### config.mk
export PLATFORM = sky130hd
export DESIGN_NAME = kli_ctrl
export DESIGN_NICKNAME = d
export VERILOG_FILES = /design/src/kli_pkg.sv /design/src/kli_ctrl.sv
export SDC_FILE = /design/constraint.sdc
export NUM_CORES = 1
export LEC_CHECK = 0
export BUFFER_PORTS_ARGS = -buffer_cell sky130_fd_sc_hd__buf_2
export CAP_MARGIN = 20
export CORE_AREA = 4 4 41 43
export DETAILED_ROUTE_END_ITERATION = 8
export DIE_AREA = 0 0 45 47
export PLACE_DENSITY = 0.64
export SLEW_MARGIN = 20
export SYNTH_ARGS = -nofsm -noshare
export SYNTH_HDL_FRONTEND = slang
export SYNTH_SLANG_ARGS = --single-unit
export TNS_END_PERCENT = 1
### constraint.sdc
create_clock -name clk -period 2.7 [get_ports clk]
set_clock_uncertainty 0.1 [all_clocks]
set_input_delay 0 -clock clk [delete_from_list [all_inputs] [get_ports clk]]
set_output_delay 0 -clock clk [all_outputs]
set_load 0.02 [all_outputs]
### src/kli_pkg.sv
package kli_pkg;

  localparam int TIME_W    = 32;
  localparam int VAL_W     = 32;
  localparam int FRAC_W    = 16;
  // fraction runs from 0 to 1.0 inclusive, so one integer bit
  localparam int T_W       = FRAC_W + 1;
  localparam int KEY_W     = TIME_W + 3 * VAL_W;
  localparam int DIV_CNT_W = $clog2(T_W);
  localparam int DIFF_W    = VAL_W + 1;
  localparam int PROD_W    = DIFF_W + T_W + 1;
  localparam int QUOT_W    = PROD_W - FRAC_W;
  localparam int SUM_W     = QUOT_W + 1;

  typedef enum logic [1:0] {
    CMD_LOAD  = 2'd0,
    CMD_QUERY = 2'd1,
    CMD_CLEAR = 2'd2,
    CMD_NOP   = 2'd3
  } cmd_t;

  typedef enum logic [1:0] {
    ST_OK    = 2'd0,
    ST_EMPTY = 2'd1,
    ST_FULL  = 2'd2
  } status_t;

  typedef enum logic [1:0] {
    RES_HOLD,
    RES_ZERO,
    RES_KEY,
    RES_MIX
  } res_op_t;

  typedef enum logic [3:0] {
    S_IDLE,
    S_EXEC,
    S_FETCH,
    S_FIRST,
    S_SCAN,
    S_DIV,
    S_MUL,
    S_ACC,
    S_FIN
  } state_t;

  typedef struct packed {
    logic    latch_in;
    logic    wr_key;
    logic    clr_keys;
    logic    rd_rst;
    logic    rd_adv;
    logic    prev_load;
    logic    div_start;
    logic    div_step;
    logic    mul_en;
    logic    comp_adv;
    res_op_t res_op;
    status_t res_status;
    logic    out_load;
  } dp_cmd_t;

  typedef struct packed {
    cmd_t op;
    logic count_zero;
    logic count_one;
    logic count_full;
    logic tq_le_first;
    logic hit;
    logic at_last;
    logic div_last;
    logic comp_last;
    logic out_free;
  } dp_sts_t;

endpackage

### src/kli_ctrl.sv
module kli_ctrl import kli_pkg::*; (
  input  logic    clk,
  input  logic    rst,
  input  logic    in_valid,
  output logic    in_ready,
  input  dp_sts_t sts,
  output dp_cmd_t dp_cmd
);

  state_t state, state_next;

  always_ff @(posedge clk) begin
    if (rst) begin
      state <= S_IDLE;
    end else begin
      state <= state_next;
    end
  end

  always_comb begin
    state_next        = state;
    dp_cmd            = '0;
    dp_cmd.res_op     = RES_HOLD;
    dp_cmd.res_status = ST_OK;
    in_ready          = 1'b0;
    unique case (state)
      S_IDLE: begin
        in_ready = 1'b1;
        if (in_valid) begin
          dp_cmd.latch_in = 1'b1;
          state_next      = S_EXEC;
        end
      end
      S_EXEC: begin
        state_next    = S_FIN;
        dp_cmd.res_op = RES_ZERO;
        unique case (sts.op)
          CMD_LOAD: begin
            if (sts.count_full) begin
              dp_cmd.res_status = ST_FULL;
            end else begin
              dp_cmd.wr_key = 1'b1;
            end
          end
          CMD_CLEAR: begin
            dp_cmd.clr_keys = 1'b1;
          end
          CMD_QUERY: begin
            if (sts.count_zero) begin
              dp_cmd.res_status = ST_EMPTY;
            end else begin
              dp_cmd.res_op = RES_HOLD;
              dp_cmd.rd_rst = 1'b1;
              state_next    = S_FETCH;
            end
          end
          default: begin
          end
        endcase
      end
      S_FETCH: begin
        dp_cmd.rd_adv = 1'b1;
        state_next    = S_FIRST;
      end
      S_FIRST: begin
        // at or before the first key, or a single key: first key's value
        if (sts.count_one || sts.tq_le_first) begin
          dp_cmd.res_op = RES_KEY;
          state_next    = S_FIN;
        end else begin
          dp_cmd.prev_load = 1'b1;
          dp_cmd.rd_adv    = 1'b1;
          state_next       = S_SCAN;
        end
      end
      S_SCAN: begin
        if (sts.hit) begin
          dp_cmd.div_start = 1'b1;
          state_next       = S_DIV;
        end else if (sts.at_last) begin
          dp_cmd.res_op = RES_KEY;
          state_next    = S_FIN;
        end else begin
          dp_cmd.prev_load = 1'b1;
          dp_cmd.rd_adv    = 1'b1;
        end
      end
      S_DIV: begin
        dp_cmd.div_step = 1'b1;
        if (sts.div_last) begin
          state_next = S_MUL;
        end
      end
      S_MUL: begin
        dp_cmd.mul_en = 1'b1;
        state_next    = S_ACC;
      end
      S_ACC: begin
        dp_cmd.res_op   = RES_MIX;
        dp_cmd.comp_adv = 1'b1;
        state_next      = sts.comp_last ? S_FIN : S_MUL;
      end
      S_FIN: begin
        if (sts.out_free) begin
          dp_cmd.out_load = 1'b1;
          state_next      = S_IDLE;
        end
      end
      default: begin
        state_next = S_IDLE;
      end
    endcase
  end

endmodule

==> flow_summary.ini, run 1 <==
[run_status]
status = completed

[pwr]
ir_worst_vdd_v = 0.0002645
internal_power_uw = 195.0
p_clk_frac = 0.216
power_frac_seq = 0.275
p_sw_uw = 153.6
power_uw = 348.6
swShare = 0.4406
power-per-cell-area_nw_per_um2 = 529.7
power.leakage_nw = 0.3176
comb_power_share = 0.509

[floorplan]
initial_core_util = 0.3606
dieHeight_um = 47
num_io_pins = 30
die_w_um = 45
die_area_um2 = 2115
coreArea_um2 = 1301
row_count = 13

[placed_design]
dp_hpwl_um = 1095
placed_area_um2 = 615.6
place.gp.congestion = 0.7864
io_buffers = 29

[clock_tree]
cts_setup_buffers = 0
clockBufferDepth = 2
post_cts_resize_count = 0
clk_pin_slew_worst_paths_ns = 0.04
cts.sinks = 4
numCtsBuffers = 3
cts-root-buf = clkbuf_4
h-tree-depth = 1
cts_tree = built
clk-insertion-delay-late_ns = 0.24

[synth]
syn-num-nets = 82
synth_ff_type = dfxtp_1
ys_async_sr_fraction = 0
synth_commonest_cells = nor2_1 (9), inv_1 (5), nand2_1 (5), nor3_1 (5)
yosysTopAreaCell = dfxtp_1
synth-seq-cells = 4
synth_top_cell_area_share = 0.1707
synth_cell_types = 31
yosys_warnings = 0
synth_area_leaders = dfxtp_1 (17%), nor2_1 (7.2%), nand2b_1 (5.3%)
avgSynthCellArea_um2 = 6.900
yosys.cell_count.top_type = nor2_1
synthCells = 68
syn_area_um2 = 469.2
seq_area_frac_synth = 0.1707
synth_edf_count = 0

[grt]
grt_pass1_vias = 556
grt_start_max_net_pins = 14
grt_pass1_wl_um = 2221
gr-total-overflow = 0
antenna_found_initial = 0
grt_use_total = 0.1415

[sta]
fmax_mhz = 466.6
worst_pin_slew_ns = 0.3842
slew_headroom = 0.7415
hold_viol = 0
period_needed_ns = 2.143
setup_violations = 0
finalSetupTns_ns = 0
finalCritPeriodShare = 0.7938
rsz0062_at_grt = no
finalMaxSlewViolations = 0

[cells_and_area]
area_delta_synth_final_pct = 40.27
largest_register_ffs = 4
top_regs = state (4)
nets = 114
final_area_um2 = 658.1
top_register = state
diodes = 0
drive_above_1_share = 0.3571
fillCellCount = 141

[worst_hold_path]
hold_depth = 3
worstHoldStart = sts[8]
hold_class = input port to flop
min_to = state[1]$_SDFFE_PP0P_

[flow_run]
maxCapViolCount = 0

[setup_path]
critical_path.slowest_cell = or4b_1
r2r_cells = 4
worstSetupPathType = flop to output pin
ff2ff_setup_slack_ns = 0.61
critPathBufInv = 1
cpLargestDelayFamily = simple AND/OR/NAND/NOR gates
crit_path_max_fanout = 13
crit_chain = or4b_1, or3_1, nand2b_1, o21bai_1, buf_2
critical_path_arrival_ns = 2.04
end_kind = output pin
cp.required_ns = 2.60
critPathLaunchType = flop
reg2reg_to = state[1]$_SDFFE_PP0P_
timing.critical_path.slowest_cell_delay_ns = 0.58
rr_startpoint = state[0]$_SDFFE_PP0P_

[route]
drc = 0
drt-pass1-iter-count = 4
wl_per_cell_um = 12.03
antenna_left = 0
vias = 618
drtIter0Drc = 11
wirelength_um = 1359
viasPerCell = 5.469
-- how the worst max path moves through the flow --
stage                          start               endpoint  slack [ns]  cells after the start
6_report       state[1]$_SDFFE_PP0P_             dp_cmd[10]        0.56                      5
5_1_grt        state[2]$_SDFFE_PP0P_             dp_cmd[10]        0.43                      5
4_1_cts        state[2]$_SDFFE_PP0P_             dp_cmd[10]        0.55                      5
3_5_place_dp   state[0]$_SDFFE_PP0P_  state[1]$_SDFFE_PP0P_        0.62                      4
3_3_place_gp   state[0]$_SDFFE_PP0P_  state[1]$_SDFFE_PP0P_        0.65                      4
2_1_floorplan  state[3]$_SDFFE_PP0P_  state[1]$_SDFFE_PP0P_        0.78                      5
-- power groups by stage --
stage	Clock (mW)	Sequential (mW)	Combinational, mW
2_1_floorplan	0	0.0775	0.144
3_3_place_gp	0	0.0945	0.176
3_5_place_dp	0	0.0952	0.177
4_1_cts	0.0798	0.0942	0.179
5_1_grt	0.0791	0.0995	0.198
6_report	0.0754	0.0957	0.177
-- worst min-delay path, cell delays in order --
cell     delay, ns
buf_2         0.11
o32a_1        0.15
nor4b_2       0.04
-- layer usage --
layer,up-vias,share of wire,track usage
met3,2,0.067,0.01533
met5,-,0,0
met4,0,0.015,0.08772
li1,313,-,-
met1,286,0.40,0.1663
met2,17,0.52,0.2458
-- layout by cell type, fill, tap and decap left out, types with 2 or more instances in the layout --
cell type,count
buf_2,29
dfxtp_1,4
or4b_1,2
nand2b_1,4
nand2_1,5
dlygate4sd3_1,2
a21oi_1,4
nor3b_1,2
and2_1,2
o21bai_1,2
nor4_1,2
nor3_1,5
inv_1,5
nor4b_1,2
nor2_1,9
clkbuf_4,3
-- metrics by stage --
stage,hold WS (ns),util,instances,worst slack (ns)
4_1_cts,0.009861,0.5058,113,0.5488
3_5_place_dp,0.1233,0.4731,108,0.6189
3_3_place_gp,0.1190,0.4731,108,0.6459
5_1_grt,0.04806,0.5058,113,0.4314
6_report,0.01528,0.5058,113,0.5568
2_1_floorplan,-0.03093,-,68,0.7835
-- cell families after synthesis --
kind of cell / share of synthesized area
buffers and inverters: 0.07734
flip-flops: 0.1707
AO/OA/AOI/OAI: 0.2347
AND/OR/NAND/NOR: 0.5173
-- cell type report --
cell class / instances / area [µm²] / share of cell area
Timing Repair Buffer: 31 / 165.2 / 0.2510
Multi-Input combinational cell: 55 / 352.8 / 0.5361
Tap cell: 15 / 18.77 / 0.02852
Inverter: 5 / 18.77 / 0.02852
Sequential cell: 4 / 80.08 / 0.1217
Clock buffer: 3 / 22.52 / 0.03422
-- what timing repair did --
| item | 4_1_cts | 5_1_grt |
|---|---|---|
| hold endpoints to repair | 3 | 0 |
| hold buffers | 2 | 0 |
| setup endpoints to repair | 0 | 0 |
Note: power is estimated with default switching activity, not from simulation.
==> run 2, diff against run 1 <==
- ABC_AREA: not set -> 1
- CORE_AREA: 4 4 41 43 -> not set
- CORE_MARGIN: not set -> 4
- CORE_UTILIZATION: not set -> 36
- DIE_AREA: 0 0 45 47 -> not set
- PLACE_DENSITY: 0.64 -> 0.68
- clock period: 2.7 -> 1.9 ns (I/O delays scaled with it)
==> flow_summary.ini, run 2 <==
[run_status]
status = completed

[route]
drt-pass1-iter-count = 4
wl_per_cell_um = 10.01
drc = 0
drtIter0Drc = 13
vias = 656
wirelength_um = 1391
viasPerCell = 4.719
antenna_left = 0

[synth]
syn_area_um2 = 470.5
seq_area_frac_synth = 0.1702
avgSynthCellArea_um2 = 5.114
synth-seq-cells = 4
synthCells = 92
synth_cell_types = 14
synth_top_cell_area_share = 0.1809
syn-num-nets = 106
synth_commonest_cells = inv_1 (20), nand2_1 (20), nand3_1 (17), nor2_1 (17), dfxtp_1 (4)
yosysTopAreaCell = nand3_1
synth_edf_count = 0
synth_ff_type = dfxtp_1
ys_async_sr_fraction = 0
yosys_warnings = 0
synth_area_leaders = nand3_1 (18%), dfxtp_1 (17%), inv_1 (16%)

[placed_design]
placed_area_um2 = 633.1
dp.cells = 135
pre_cts_ws_ns = 0.5676
dp_hpwl_um = 1178
io_buffers = 29
place.gp.congestion = 0.9042

[pwr]
power.leakage_nw = 0.4580
ir_worst_vdd_v = 0.0003461
power_uw = 469.0
power-per-cell-area_nw_per_um2 = 704.6

[clock_tree]
clk_pin_slew_worst_paths_ns = 0.04
h-tree-depth = 1
clockBufferDepth = 2
clk-insertion-delay-late_ns = 0.24
cts.sinks = 4
cts-root-buf = clkbuf_4
post_cts_resize_count = 0
cts_tree = built
numCtsBuffers = 3

[sta]
finalMaxSlewViolations = 0
fmax_mhz = 647.1
rsz0062_at_grt = no
hold_ws_ns = 0.04314
setup_ws_ns = 0.3546
worst_pin_slew_ns = 0.2924
finalSetupTns_ns = 0
finalCritPeriodShare = 0.8134
period_needed_ns = 1.545
hold_viol = 0
slew_headroom = 0.8043
setup_violations = 0

[cells_and_area]
final_cell_mix = buf_2 (29), inv_1 (20), nand2_1 (20)
fin_util = 0.5684
nets = 141
diodes = 0
stdcell_count = 139
drive_above_1_share = 0.2960
final_common_cell = buf_2
largest_register_ffs = 4
top_regs = state (4)
fillCellCount = 132
seq_area_um2 = 80.08
multi_input_area_um2 = 311.5
top_register = state
area_delta_synth_final_pct = 41.49
final_area_um2 = 665.6

[floorplan]
num_io_pins = 30
coreArea_um2 = 1171
die_w_um = 44.15
initial_core_util = 0.4017
die_area_um2 = 1949
dieHeight_um = 44.15
row_count = 12

[grt]
grt_pass1_wl_um = 2194
grt_start_max_net_pins = 8
antenna_found_initial = 0
grt_use_total = 0.1510
gr-total-overflow = 0
grt_pass1_vias = 558

[setup_path]
timing.critical_path.slowest_cell_delay_ns = 0.33
crit_chain = inv_1, nand2_1, nor2_1, inv_1, nor4_1, buf_2
critical_path_arrival_ns = 1.45
crit_path_max_fanout = 4
critPathLaunchType = flop
end_kind = output pin
critical_path.slowest_cell = dfxtp_1
worstSetupPathType = flop to output pin
cp.required_ns = 1.80
crit_top_cell = inv_1

[flow_run]
maxCapViolCount = 0

[worst_hold_path]
hold_class = input port to flop
==> run 2: path summary, 6_finish.rpt <==
check | start | end | slack (ns) | depth (start not counted)
hold / removal | sts[2] | state[3]$_SDFFE_PP0P_ | 0.04 | 4
setup reg to reg | state[0]$_SDFFE_PP0P_ | state[0]$_SDFFE_PP0P_ | 0.54 | 7
hold reg to reg | state[0]$_SDFFE_PP0P_ | state[0]$_SDFFE_PP0P_ | 0.47 | 2
setup / recovery | state[3]$_SDFFE_PP0P_ | dp_cmd[13] | 0.35 | 6
==> run 2: layout make-up <==
class,count,area share
multi-input cells,67,0.4680
repair buffers,30,0.2331
flip-flops and latches,4,0.1203
inverters,21,0.1184
clock buffers,3,0.03383
well taps,14,0.02632
==> run 2: critical path: cells and delay by family, from the launching register on <==
| family | cells | cell delay [ns] |
|---|---|---|
| buffers and inverters | 3 | 0.44 |
| and+or+nand+nor | 3 | 0.44 |
| DFF | 1 | 0.33 |
==> run 2: cells by family after synthesis <==
family / Yosys count / share of synthesized area
simple gates: 66 / 0.6516
buf+inv: 21 / 0.1675
flops: 4 / 0.1702
compound gates: 1 / 0.01063
==> run 2: per-layer routing <==
metal  GRT usage  share of wire  vias to the layer above
met4     0.03614              0                        0
met2      0.2529           0.47                       22
met3     0.07317          0.081                        0
li1            -              -                      358
met1      0.1715           0.45                      276
met5           0              0                        -
==> run 2: power breakdown <==
group	internal (mW)	leakage (nW)	switching, mW	total [mW]
registers	0.0964	0.0327	0.0171	0.114
clock network	0.0710	0.0138	0.0393	0.110
logic	0.0808	0.411	0.164	0.245
==> run 2: repair_timing <==
| item | 4_1_cts | 5_1_grt |
|---|---|---|
| hold endpoints to repair | 4 | 0 |
| buffers inserted | 0 | 0 |
| hold buffers | 1 | 0 |
